==> config.mk <==
export PLATFORM = sky130hd
export DESIGN_NAME = guillotine_rect_allocator
export DESIGN_NICKNAME = d
export VERILOG_FILES = /design/src/rtl/gra_pkg.sv /design/src/rtl/gra_ram.sv /design/src/rtl/gra_ctrl.sv /design/src/rtl/gra_dp.sv /design/src/rtl/guillotine_rect_allocator.sv
export SDC_FILE = /design/constraint.sdc
export NUM_CORES = 2
export LEC_CHECK = 0
export ABC_AREA = 1
export BUFFER_PORTS_ARGS = -buffer_cell sky130_fd_sc_hd__buf_2
export CORE_UTILIZATION = 43
export DETAILED_ROUTE_END_ITERATION = 6
export PLACE_DENSITY_LB_ADDON = 0.15
export SLEW_MARGIN = 20
export SYNTH_ARGS = -nofsm -noshare
export SYNTH_HDL_FRONTEND = slang
export SYNTH_SLANG_ARGS = --single-unit
==> constraint.sdc <==
create_clock -name clock -period 11.3 [get_ports clock]
set_input_delay 0.565 -clock clock [delete_from_list [all_inputs] [get_ports clock]]
set_output_delay 0.565 -clock clock [all_outputs]
set_load 0.1 [all_outputs]
==> src/rtl/gra_pkg.sv <==
// ----------------------------------------------------------------------------
// gra_pkg
// types and codes shared by the guillotine rectangle allocator
// ----------------------------------------------------------------------------
package gra_pkg;

   localparam int POS_W  = 12;
   localparam int SIZE_W = 13;
   localparam int STAT_W = 3;

   localparam logic CMD_ALLOC = 1'b0;
   localparam logic CMD_FREE  = 1'b1;

   localparam logic [STAT_W-1:0] ST_ALLOC   = 3'd0;
   localparam logic [STAT_W-1:0] ST_NOFIT   = 3'd1;
   localparam logic [STAT_W-1:0] ST_FREED   = 3'd2;
   localparam logic [STAT_W-1:0] ST_FULL    = 3'd3;
   localparam logic [STAT_W-1:0] ST_IGNORED = 3'd4;

   typedef struct packed {
      logic              cmd;
      logic [POS_W-1:0]  rect_x;
      logic [POS_W-1:0]  rect_y;
      logic [SIZE_W-1:0] rect_w;
      logic [SIZE_W-1:0] rect_h;
   } req_type;

   typedef struct packed {
      logic [STAT_W-1:0] status;
      logic [POS_W-1:0]  out_x;
      logic [POS_W-1:0]  out_y;
      logic [SIZE_W-1:0] out_w;
      logic [SIZE_W-1:0] out_h;
   } rsp_type;

   typedef struct packed {
      logic [POS_W-1:0]  x;
      logic [POS_W-1:0]  y;
      logic [SIZE_W-1:0] w;
      logic [SIZE_W-1:0] h;
   } rect_type;

   typedef enum logic [2:0] {
      WR_NONE,
      WR_FREE_AT_N,
      WR_RS_AT_N,
      WR_RS_AT_I,
      WR_BS_AT_I,
      WR_LAST_AT_I
   } wr_sel_type;

   typedef enum logic [1:0] {
      CNT_HOLD,
      CNT_INC,
      CNT_DEC
   } cnt_op_type;

   typedef struct packed {
      logic              load_req;
      logic              scan_start;
      logic              scan_run;
      logic              latch_fit;
      logic              rd_last;
      wr_sel_type        wr_sel;
      cnt_op_type        cnt_op;
      logic              res_load;
      logic [STAT_W-1:0] res_status;
   } ctrl_cmd_type;

   typedef struct packed {
      logic zero_size;
      logic list_full;
      logic fit;
      logic scan_done;
      logic split_right;
      logic split_bottom;
   } dp_stat_type;

endpackage

==> src/rtl/gra_ram.sv <==
// ----------------------------------------------------------------------------
// gra_ram
// generic single write port ram with one registered read port
// ----------------------------------------------------------------------------
module gra_ram #(
   parameter int WIDTH = 8,
   parameter int DEPTH = 16,
   localparam int ADDR_W = $clog2(DEPTH)
) (
   input  logic              clock,
   input  logic              wr_en,
   input  logic [ADDR_W-1:0] wr_addr,
   input  logic [WIDTH-1:0]  wr_data,
   input  logic              rd_en,
   input  logic [ADDR_W-1:0] rd_addr,
   output logic [WIDTH-1:0]  rd_data
);

   logic [WIDTH-1:0] mem_ff [DEPTH];
   logic [WIDTH-1:0] rd_data_ff;

   always_ff @(posedge clock) begin
      if (wr_en) begin
         mem_ff[wr_addr] <= wr_data;
      end
      if (rd_en) begin
         rd_data_ff <= mem_ff[rd_addr];
      end
   end

   assign rd_data = rd_data_ff;

endmodule

==> src/rtl/gra_ctrl.sv <==
// ----------------------------------------------------------------------------
// gra_ctrl
// sequencer for allocate and free items, owns the result valid flag
// ----------------------------------------------------------------------------
module gra_ctrl import gra_pkg::*; (
   input  logic         clock,
   input  logic         reset,
   input  logic         req_valid,
   input  logic         req_is_free,
   output logic         req_stall,
   output logic         rsp_valid,
   input  logic         rsp_stall,
   output ctrl_cmd_type cmd,
   input  dp_stat_type  stat
);

   typedef enum logic [6:0] {
      S_IDLE  = 7'b0000001,
      S_FREE  = 7'b0000010,
      S_SCAN  = 7'b0000100,
      S_SPLIT = 7'b0001000,
      S_TAIL  = 7'b0010000,
      S_MOVE  = 7'b0100000,
      S_DONE  = 7'b1000000
   } state_type;

   state_type         state_ff, state_in;
   logic [STAT_W-1:0] code_ff, code_in;
   logic              rsp_valid_ff, rsp_valid_in;
   logic              slot_free;

   assign slot_free = !rsp_valid_ff || !rsp_stall;

   always_comb begin
      state_in       = state_ff;
      code_in        = code_ff;
      cmd            = '0;
      cmd.wr_sel     = WR_NONE;
      cmd.cnt_op     = CNT_HOLD;
      cmd.res_status = code_ff;
      unique case (state_ff)
         S_IDLE: begin
            if (req_valid) begin
               cmd.load_req   = 1'b1;
               cmd.scan_start = 1'b1;
               state_in       = req_is_free ? S_FREE : S_SCAN;
            end
         end
         S_FREE: begin
            if (stat.zero_size) begin
               code_in = ST_IGNORED;
            end else if (stat.list_full) begin
               code_in = ST_FULL;
            end else begin
               cmd.wr_sel = WR_FREE_AT_N;
               cmd.cnt_op = CNT_INC;
               code_in    = ST_FREED;
            end
            state_in = S_DONE;
         end
         S_SCAN: begin
            cmd.scan_run = 1'b1;
            if (stat.fit) begin
               cmd.latch_fit = 1'b1;
               state_in      = S_SPLIT;
            end else if (stat.scan_done) begin
               code_in  = ST_NOFIT;
               state_in = S_DONE;
            end
         end
         S_SPLIT: begin
            code_in = ST_ALLOC;
            if (stat.split_right && stat.split_bottom) begin
               if (stat.list_full) begin
                  code_in  = ST_FULL;
                  state_in = S_DONE;
               end else begin
                  cmd.wr_sel = WR_RS_AT_N;
                  cmd.cnt_op = CNT_INC;
                  state_in   = S_TAIL;
               end
            end else if (stat.split_right) begin
               cmd.wr_sel = WR_RS_AT_I;
               state_in   = S_DONE;
            end else if (stat.split_bottom) begin
               cmd.wr_sel = WR_BS_AT_I;
               state_in   = S_DONE;
            end else begin
               // exact fit: fetch the last entry to fill the hole
               cmd.rd_last = 1'b1;
               state_in    = S_MOVE;
            end
         end
         S_TAIL: begin
            cmd.wr_sel = WR_BS_AT_I;
            state_in   = S_DONE;
         end
         S_MOVE: begin
            cmd.wr_sel = WR_LAST_AT_I;
            cmd.cnt_op = CNT_DEC;
            state_in   = S_DONE;
         end
         S_DONE: begin
            if (slot_free) begin
               cmd.res_load = 1'b1;
               state_in     = S_IDLE;
            end
         end
         default: begin
            state_in = S_IDLE;
         end
      endcase
   end

   assign rsp_valid_in = cmd.res_load || (rsp_valid_ff && rsp_stall);

   always_ff @(posedge clock) begin
      if (reset) begin
         state_ff     <= S_IDLE;
         code_ff      <= ST_ALLOC;
         rsp_valid_ff <= 1'b0;
      end else begin
         state_ff     <= state_in;
         code_ff      <= code_in;
         rsp_valid_ff <= rsp_valid_in;
      end
   end

   assign req_stall = (state_ff != S_IDLE);
   assign rsp_valid = rsp_valid_ff;

endmodule

==> src/rtl/gra_dp.sv <==
// ----------------------------------------------------------------------------
// gra_dp
// free list memory, scan pipeline, split arithmetic and result register
// ----------------------------------------------------------------------------
module gra_dp import gra_pkg::*; #(
   parameter int ATLAS_W  = 2048,
   parameter int ATLAS_H  = 2048,
   parameter int MAX_FREE = 64
) (
   input  logic         clock,
   input  logic         reset,
   input  ctrl_cmd_type cmd,
   output dp_stat_type  stat,
   input  req_type      req_in,
   output rsp_type      rsp_out
);

   localparam int IDX_W  = $clog2(MAX_FREE);
   localparam int CNT_W  = $clog2(MAX_FREE + 1);
   localparam int RECT_W = $bits(rect_type);

   req_type          req_ff;
   rect_type         fit_ff;
   logic [IDX_W-1:0] fit_idx_ff;
   rsp_type          res_ff;

   logic [CNT_W-1:0] count_ff, count_in;
   logic [CNT_W-1:0] scan_idx_ff, scan_idx_in;
   logic             chk_vld_ff, chk_vld_in;
   logic [IDX_W-1:0] chk_idx_ff, chk_idx_in;
   logic             e0_init_ff, e0_init_in;
   logic             rd_zero_ff, rd_zero_in;

   logic              scan_more;
   logic [CNT_W-1:0]  count_m1;
   logic              rd_en;
   logic [IDX_W-1:0]  rd_addr;
   logic [RECT_W-1:0] ram_q;
   rect_type          rd_rect;
   rect_type          atlas_rect;
   logic              wr_en;
   logic [IDX_W-1:0]  wr_addr;
   rect_type          wr_rect;
   rect_type          rs_rect;
   rect_type          bs_rect;
   rect_type          free_rect;

   assign atlas_rect = '{x: '0, y: '0, w: SIZE_W'(ATLAS_W), h: SIZE_W'(ATLAS_H)};
   assign free_rect  = '{x: req_ff.rect_x, y: req_ff.rect_y,
                         w: req_ff.rect_w, h: req_ff.rect_h};

   // entry zero reads as the whole atlas until it is first written
   assign rd_rect = rd_zero_ff ? atlas_rect : rect_type'(ram_q);

   assign scan_more = (scan_idx_ff < count_ff);
   assign count_m1  = count_ff - CNT_W'(1);

   assign rd_en   = (cmd.scan_run && scan_more) || cmd.rd_last;
   assign rd_addr = cmd.rd_last ? count_m1[IDX_W-1:0] : scan_idx_ff[IDX_W-1:0];

   // strips cut from the chosen entry, edges wrap to 12 bits
   assign rs_rect = '{x: fit_ff.x + req_ff.rect_w[POS_W-1:0], y: fit_ff.y,
                      w: fit_ff.w - req_ff.rect_w, h: fit_ff.h};
   assign bs_rect = '{x: fit_ff.x, y: fit_ff.y + req_ff.rect_h[POS_W-1:0],
                      w: req_ff.rect_w, h: fit_ff.h - req_ff.rect_h};

   always_comb begin
      wr_en   = 1'b1;
      wr_addr = fit_idx_ff;
      wr_rect = rd_rect;
      case (cmd.wr_sel)
         WR_FREE_AT_N: begin
            wr_addr = count_ff[IDX_W-1:0];
            wr_rect = free_rect;
         end
         WR_RS_AT_N: begin
            wr_addr = count_ff[IDX_W-1:0];
            wr_rect = rs_rect;
         end
         WR_RS_AT_I:   wr_rect = rs_rect;
         WR_BS_AT_I:   wr_rect = bs_rect;
         WR_LAST_AT_I: wr_rect = rd_rect;
         default:      wr_en   = 1'b0;
      endcase
   end

   gra_ram #(
      .WIDTH (RECT_W),
      .DEPTH (MAX_FREE)
   ) u_list (
      .clock   (clock),
      .wr_en   (wr_en),
      .wr_addr (wr_addr),
      .wr_data (wr_rect),
      .rd_en   (rd_en),
      .rd_addr (rd_addr),
      .rd_data (ram_q)
   );

   always_comb begin
      scan_idx_in = scan_idx_ff;
      chk_vld_in  = chk_vld_ff;
      chk_idx_in  = chk_idx_ff;
      if (cmd.scan_start) begin
         scan_idx_in = '0;
         chk_vld_in  = 1'b0;
      end else if (cmd.scan_run) begin
         if (scan_more) begin
            scan_idx_in = scan_idx_ff + CNT_W'(1);
            chk_vld_in  = 1'b1;
            chk_idx_in  = scan_idx_ff[IDX_W-1:0];
         end else begin
            chk_vld_in = 1'b0;
         end
      end
   end

   always_comb begin
      case (cmd.cnt_op)
         CNT_INC: count_in = count_ff + CNT_W'(1);
         CNT_DEC: count_in = count_m1;
         default: count_in = count_ff;
      endcase
   end

   assign e0_init_in = e0_init_ff && !(wr_en && (wr_addr == '0));
   assign rd_zero_in = rd_en ? ((rd_addr == '0) && e0_init_ff) : rd_zero_ff;

   always_ff @(posedge clock) begin
      if (reset) begin
         count_ff    <= CNT_W'(1);
         scan_idx_ff <= '0;
         chk_vld_ff  <= 1'b0;
         chk_idx_ff  <= '0;
         e0_init_ff  <= 1'b1;
         rd_zero_ff  <= 1'b0;
      end else begin
         count_ff    <= count_in;
         scan_idx_ff <= scan_idx_in;
         chk_vld_ff  <= chk_vld_in;
         chk_idx_ff  <= chk_idx_in;
         e0_init_ff  <= e0_init_in;
         rd_zero_ff  <= rd_zero_in;
      end
   end

   always_ff @(posedge clock) begin
      if (cmd.load_req) begin
         req_ff <= req_in;
      end
      if (cmd.latch_fit) begin
         fit_ff     <= rd_rect;
         fit_idx_ff <= chk_idx_ff;
      end
      if (cmd.res_load) begin
         if (cmd.res_status == ST_ALLOC) begin
            res_ff <= '{status: ST_ALLOC, out_x: fit_ff.x, out_y: fit_ff.y,
                        out_w: req_ff.rect_w, out_h: req_ff.rect_h};
         end else begin
            res_ff <= '{status: cmd.res_status, out_x: '0, out_y: '0,
                        out_w: '0, out_h: '0};
         end
      end
   end

   assign stat.zero_size    = (req_ff.rect_w == '0) || (req_ff.rect_h == '0);
   assign stat.list_full    = (count_ff == CNT_W'(MAX_FREE));
   assign stat.fit          = chk_vld_ff && (req_ff.rect_w <= rd_rect.w)
                              && (req_ff.rect_h <= rd_rect.h);
   assign stat.scan_done    = !chk_vld_ff && !scan_more;
   assign stat.split_right  = (fit_ff.w > req_ff.rect_w);
   assign stat.split_bottom = (fit_ff.h > req_ff.rect_h);

   assign rsp_out = res_ff;

endmodule

==> src/rtl/guillotine_rect_allocator.sv <==
// free: the item is appended unless it has zero size or the list is full, then its result is registered
// allocate: entries are scanned in order up to the first fit; cutting both strips adds the
//   tail state, an exact fit the move state; no fit scans all n entries
// one item at a time; the next item is taken only after the result is registered
// reset is synchronous; the list holds the whole atlas at once, no clearing pass
// ----------------------------------------------------------------------------
// guillotine_rect_allocator
// first-fit guillotine allocator over an ordered free rectangle list
// ----------------------------------------------------------------------------
module guillotine_rect_allocator import gra_pkg::*; #(
   parameter int ATLAS_W  = 2048,
   parameter int ATLAS_H  = 2048,
   parameter int MAX_FREE = 64
) (
   input  logic    clock,
   input  logic    reset,
   input  logic    req_valid,
   output logic    req_stall,
   input  req_type req,
   output logic    rsp_valid,
   input  logic    rsp_stall,
   output rsp_type rsp
);

   ctrl_cmd_type cmd;
   dp_stat_type  stat;

   gra_ctrl u_ctrl (
      .clock       (clock),
      .reset       (reset),
      .req_valid   (req_valid),
      .req_is_free (req.cmd == CMD_FREE),
      .req_stall   (req_stall),
      .rsp_valid   (rsp_valid),
      .rsp_stall   (rsp_stall),
      .cmd         (cmd),
      .stat        (stat)
   );

   gra_dp #(
      .ATLAS_W  (ATLAS_W),
      .ATLAS_H  (ATLAS_H),
      .MAX_FREE (MAX_FREE)
   ) u_dp (
      .clock   (clock),
      .reset   (reset),
      .cmd     (cmd),
      .stat    (stat),
      .req_in  (req),
      .rsp_out (rsp)
   );

endmodule

# --- Yosys cells after proc, flatten, opt, wreduce, memory -nomap -nowiden ---
# Memories as Yosys holds them, arrays and structs flattened. A register that Yosys moved wholly into a read port is not among the register bits.
# Index checks and enable logic that the tools add are counted.
word_totals:
  reg_bits: 193
  ramBits: 3200
  in_bits: 55
  out_inout_bits: 55
  n_memories: 1
classes:
  n_addsub: 7
  magnitude_cmp: 5
  eq_ne: 21
  muxes: 45
  n_bitwise: 1
  reduce_logical: 34
memory_table:
  columns: ["memory", "words", "width", "read_ports", "rd_clocked_by_memory_dff", "write_ports", "line_no", "source"]
  rows:
  - ["u_dp.u_list.mem_ff", 64, 50, 1, 1, 1, "gra_ram.sv:19", "logic [WIDTH-1:0] mem_ff [DEPTH];"]
ops:
  columns: ["cell", "n"]
  rows:
  - ["$pmux 50 s3", 1]
  - ["$mux 7", 8]
  - ["$mux 50", 1]
  - ["$pmux 7 s5", 1]
  - ["$mux 3", 9]
  - ["$gt 13x13->1", 2]
  - ["$le 13x13->1", 2]
  - ["$logic_not 13->1", 2]
  - ["$sub 13x13->13", 2]
  - ["$add 12x12->12", 2]
  - ["$add 7x1->7 const B", 2]
  - ["$eq 7x7->1 const B", 2]
  - ["$pmux 7 s2", 1]
  - ["$logic_not 6->1", 2]
  - ["$mux 1", 12]
  - ["$mux 6", 2]
  - ["$pmux 3 s4", 1]
  - ["$mux 2", 5]
  - ["$logic_and 1x1->1", 9]
  - ["$pmux 3 s3", 1]
  - ["$reduce_and 3->1", 3]
  - ["$eq 7x1->1 const B", 1]
  - ["$eq 7x2->1 const B", 1]
  - ["$eq 7x3->1 const B", 1]
  - ["27 further kinds", 40]

# --- Depth between registers and ports, before layout ---
logic_depth:
  ltp_word: 12
  depth_mapped: 22
  mapped_depth_nobuf: 20

# --- By module ---
# A second synthesis with hierarchy kept.
unflattened:
  hier_cells: 12052
  area_unflattened_um2: 141884.8
by_module_without_submodules:
  columns: ["mod", "instances", "cells_per_inst", "area_per_inst_um2", "seq_area_each_um2"]
  rows:
  - ["gra_ram", 1, 10530, 129630.6, 97593.6]
  - ["gra_dp", 1, 1388, 11454.7, 5235.0]
  - ["gra_ctrl", 1, 134, 799.5, 220.2]

# --- Least setup slack after synthesis ---
# No wires, ideal clock.
synth_timing:
  kind: "flip-flop to flip-flop"
  start: "reg u_dp.req_ff (netlist bit u_dp.bs_rect[24])"
  end: "mem u_dp.u_list.mem_ff[33][0] (netlist name) (enable)"
  setup_ns: 0.582
  t_arrival_ns: 7.152
  path_slack_ns: 3.567
  stages_incl_launch_ff: 18
  path_buffers: 1
  period_less_slack_ns: 7.733
  path_cell_list: "edfxtp_1 > inv_1 > ha_1 > nand2_1 > nor2_1 > nand2_1 > nor2_1 > nand2_1 > nand2_1 > nand2_4 > nor3_1 > nand2_1 > nand2_2 > buf_6 > nand2_1 > o21ai_2 > inv_1 > nor4_1"
synth_via:
  elab_chain_cells: 9
  word_cells_on_any_way: 19
synth_rtl:
  columns: ["element", "line_no", "source"]
  rows:
  - ["start, declared", "gra_dp.sv:22", "req_type req_ff;"]
  - ["start signal, assigned", "gra_dp.sv:149", "req_ff <= req_in;"]
  - ["$gt 13x13->1 / $logic_not 13->1 (equally long branches)", "gra_dp.sv:171, gra_dp.sv:166", null]
  - ["$mux 3 (tied with other cells)", "gra_ctrl.sv:82", "end else if (stat.split_right) begin"]
  - ["$mux 3 / $mux 5 (equally long branches)", "gra_ctrl.sv:73, gra_ctrl.sv:50", null]
  - ["$pmux 3 s4 *", "gra_ctrl.sv:41", "unique case (state_ff)"]
  - ["$eq 3x3->1 (tied with other cells)", "gra_dp.sv:71", "case (cmd.wr_sel)"]
  - ["$reduce_or 5->1 (no source line)", null, null]
  - ["$mux 1", "gra_dp.sv:71", null]
  - ["$mux 1", "gra_ram.sv:23", "if (wr_en) begin"]
  - ["$mux 1 (not written as such)", "gra_ram.sv:24", "mem_ff[wr_addr] <= wr_data;"]
  - ["end, declared", "gra_ram.sv:19", null]
# Every way passes the cells marked *; elsewhere a longest branch is shown, timed or not.

# --- Worst setup path after layout ---
layout_timing:
  start: "reg u_dp.req_ff (netlist bit u_dp.free_rect[1])"
  end: "mem u_dp.u_list.mem_ff[46][19] (netlist name) (enable)"
layout_via:
  elab_chain_cells: 10
  word_cells_on_any_way: 20
layout_rtl:
  columns: ["element", "line_no", "source"]
  rows:
  - ["$gt 13x13->1", "gra_dp.sv:172", "assign stat.split_bottom = (fit_ff.h > req_ff.rect_h);"]
  - ["$mux 3", "gra_ctrl.sv:85", "end else if (stat.split_bottom) begin"]
  - ["$mux 3", "gra_ctrl.sv:82", null]
  - ["$mux 3", "gra_ctrl.sv:73", "if (stat.split_right && stat.split_bottom) begin"]
  - ["$pmux 3 s4 *", "gra_ctrl.sv:41", null]
  - ["$eq 3x3->1 (tied with other cells)", "gra_dp.sv:71", null]
  - ["$reduce_or 5->1 (no source line)", null, null]
  - ["$mux 1", "gra_dp.sv:71", null]
  - ["$mux 1", "gra_ram.sv:23", null]
  - ["$mux 1 (not written as such)", "gra_ram.sv:24", null]
# Marked as above.

==> out/results.txt <==
Vias per Instance: 5.22
Crit-path slowest cell: nor2_4
endpoints failing hold: 0
Core Util, Final: 48.5%
outcome: complete, no violations
top cells by area, synth: edfxtp_1 (68%), nand2_1 (9.9%), nand3_1 (9.6%)
placement-stage cell area: 157000 um2
kind of critical path: flop to flop
number of buffers added for setup after CTS: 0
starting density of the core: 43.2%
Filler cells: 31.6k
Worst Hold Class: input port to flop
crit path launch type: flop
ys flop type: edfxtp_1
cts bufs inserted: 369
xor and xnor area share after synthesis: 0.110%
CTS Buffer Depth: 4
Leak Pwr: 70.1 nW
clock-pin slew on the worst setup and hold paths: 60 ps
ANT nets after route: 0
iteration-0 DRC count of the detailed router: 11.2k
setup TNS: 0 ps
drt pass-1 iters: 6
final instance area: 170000 um2
sequential share of the synthesized area: 68.1%
antenna violations before repair: 12
num rows: 217
CP most frequent cell: nand2_1
most common cell after layout, fill and taps aside: nand2_1
MaxCap Viol Count: 0
VDD IR max: 0.146 mV
vias in the first global route: 95.4k
Mapped Avg Cell Area: 10.4 um2
FF/Latch Area: 103000 um2
CTS tree: built
hold depth: 2
first-pass GRT wire length: 661 mm
Post-CTS Resized: 0
core area: 350000 um2
worst reg2reg path depth: 22
crit path time final: 7230 ps
pin count of the biggest net entering global routing: 171
final setup vio count: 0
largest family of logic cells by synthesized area: simple AND/OR/NAND/NOR gates
max-slew violation count: 0
Yosys reg bits: 3443
mux share of post-synthesis cell area: 0%
GP Congestion: 0.868
Slowest Stage Delay on Critical Path: 1230 ps
mean routed wirelength per cell: 23.2 um
area growth from synthesis to layout: 12.2%
Die H: 595 um
fin crit share: 63.9%
number of port buffers: 109
Synth top area share: 67.7%
syn_nets: 14.7k
crit-path cells: inv_1 > ha_1 > nand2_1 > inv_1 > nand3_1 > nand3_1 > nand2_1 > nand2_1 > nand2_2 > nor2_1 > nand2_1 > nand2_2 > buf_4 > nand3_2 > buf_4 > nand2_1 > nor3_1 > buf_4 > inv_2 > nand4_1 > nor2_4 > buf_4
HPWL Detailed: 246 mm
PwrDens: 160 nW/um2
io pins: 110
asr flop ratio synth: 0%
Compound-Gate Fraction of Synth Area: 1.05%
layout cells sized above 1: 6.93%
Tot Pwr: 27.1 mW
grt ovf: 0
CP Max Fanout: 27
unrepaired setup endpoints after global routing: no
Synth Area in Simple Gates: 20.6%
Worst Tran Pin Value: 1170 ps
critical path arrival: 7780 ps
Post-CTS Hold Fix Bufs: 55
Clock Latency Late Sink: 960 ps
most frequent cells in the layout: nand2_1 (4003), edfxtp_1 (3409), nand3_1 (2889), inv_1 (2753), clkbuf_16 (383)
total global-route track usage: 25.0%
crit end category: flop
Post-Route WL: 452 mm
die width: 595 um
final std cells w/o fill: 19.5k
drt drc: 0
Ys Warns: 0
skew final: 48.5 ps
clock tree sinks: 3443
fin nets: 14.7k
Post-synth EDFFs: 3409
multi-input combinational cell area: 35300 um2
critical path required time: 11860 ps
CTS HTree Levels: 5
Gate Count Post-Synth: 14.5k
slew margin rel.: 22.1%
placed cells: 18.7k
adder-cell share of the synthesized area: 0.748%
Peak Freq: 138 MHz
vias after detailed routing: 102k
Unique masters post-synth: 53
Die ar.: 354000 um2
Synth Cell Area: 151000 um2
top cell type by total area after synthesis: edfxtp_1
root buf cell: clkbuf_16
-- worst paths after layout --
path | start | endpoint | slack, ps
max | u_dp.free_rect[1]$_DFFE_PP_ | u_dp.u_list.mem_ff[46][19]$_DFFE_PP_ | 4070
min | req[35] | u_dp.free_rect[35]$_DFFE_PP_ | 320
max reg2reg | u_dp.free_rect[1]$_DFFE_PP_ | u_dp.u_list.mem_ff[46][19]$_DFFE_PP_ | 4070
min reg2reg | u_dp.chk_idx_ff[1]$_SDFFE_PP0P_ | u_dp.fit_idx_ff[1]$_DFFE_PP_ | 430
-- registers in the layout (all words and copies together) (netlist names), 6 cells and up --
register and flops:
u_dp.u_list.mem_ff 3200, u_dp.bs_rect 25, u_dp.fit_idx_ff 6, u_dp.rsp_out 53, u_dp.u_list.rd_data 50, u_dp.fit_ff 38
u_dp.scan_idx_ff 7, u_dp.chk_idx_ff 6, u_dp.free_rect 37, u_dp.count_ff 7, u_ctrl.state_ff 7
-- kinds of logic after synthesis --
group / count (synthesis)
flops: 3443
compound gates: 254
simple gates: 7229
fa+ha+maj: 88
xor+xnor: 19
buf+inv: 3506
-- power breakdown --
part           switching [mW]  internal, mW  total, mW
Sequential             0.0327          14.1       14.2
Combinational           0.764         0.207      0.971
Clock                    5.09          6.94       12.0
-- routing by layer --
metal | up-vias | track usage (%) | share of wire, %
li1 | 47700 | - | -
met1 | 49700 | 37.1 | 45
met2 | 3648 | 39.2 | 45
met3 | 564 | 3.51 | 7.6
met4 | 0 | 5.49 | 2.2
met5 | - | 0 | 0
-- cells in the mapped netlist (all sizes together) (2+ instances only) --
cell,instances
a21oi,103
a221o,6
a221oi,8
a31oi,5
a32oi,9
buf,607
clkbuf,134
dfxtp,34
edfxtp,3409
fa,4
ha,84
inv,2764
nand2,4014
nand3,2893
nand3b,51
nand4,19
nor2,195
nor3,18
nor3b,2
nor4,20
o2111ai,24
o211ai,8
o21a,2
o21ai,65
o21bai,5
o221ai,12
or2,15
xnor2,4
xor2,15
-- per-stage QoR --
stage / hold slack [ps] / worst slack, ps
floorplan: 409 / 3570
global route: 297 / 3720
detailed placement: 419 / 4220
CTS: 241 / 4150
global placement: 414 / 4240
finish: 320 / 4070
-- final cells by class --
class,count,share of cell area [%]
multi-input cells,7590,20.8
clock buffers,460,5.84
diodes,9,0.0133
well taps,4599,3.39
inverters,2765,6.14
clock inverters,211,1.13
repair buffers,399,1.89
flip-flops and latches,3443,60.8
-- worst max-delay path, delay by kind of cell, from the launching register on --
family        cells  cell delay (ps)
buf+inv           7             1920
fa+ha+maj         1              340
flops             1              470
simple gates     14             3980
Power figures use the tool's default switching activity.
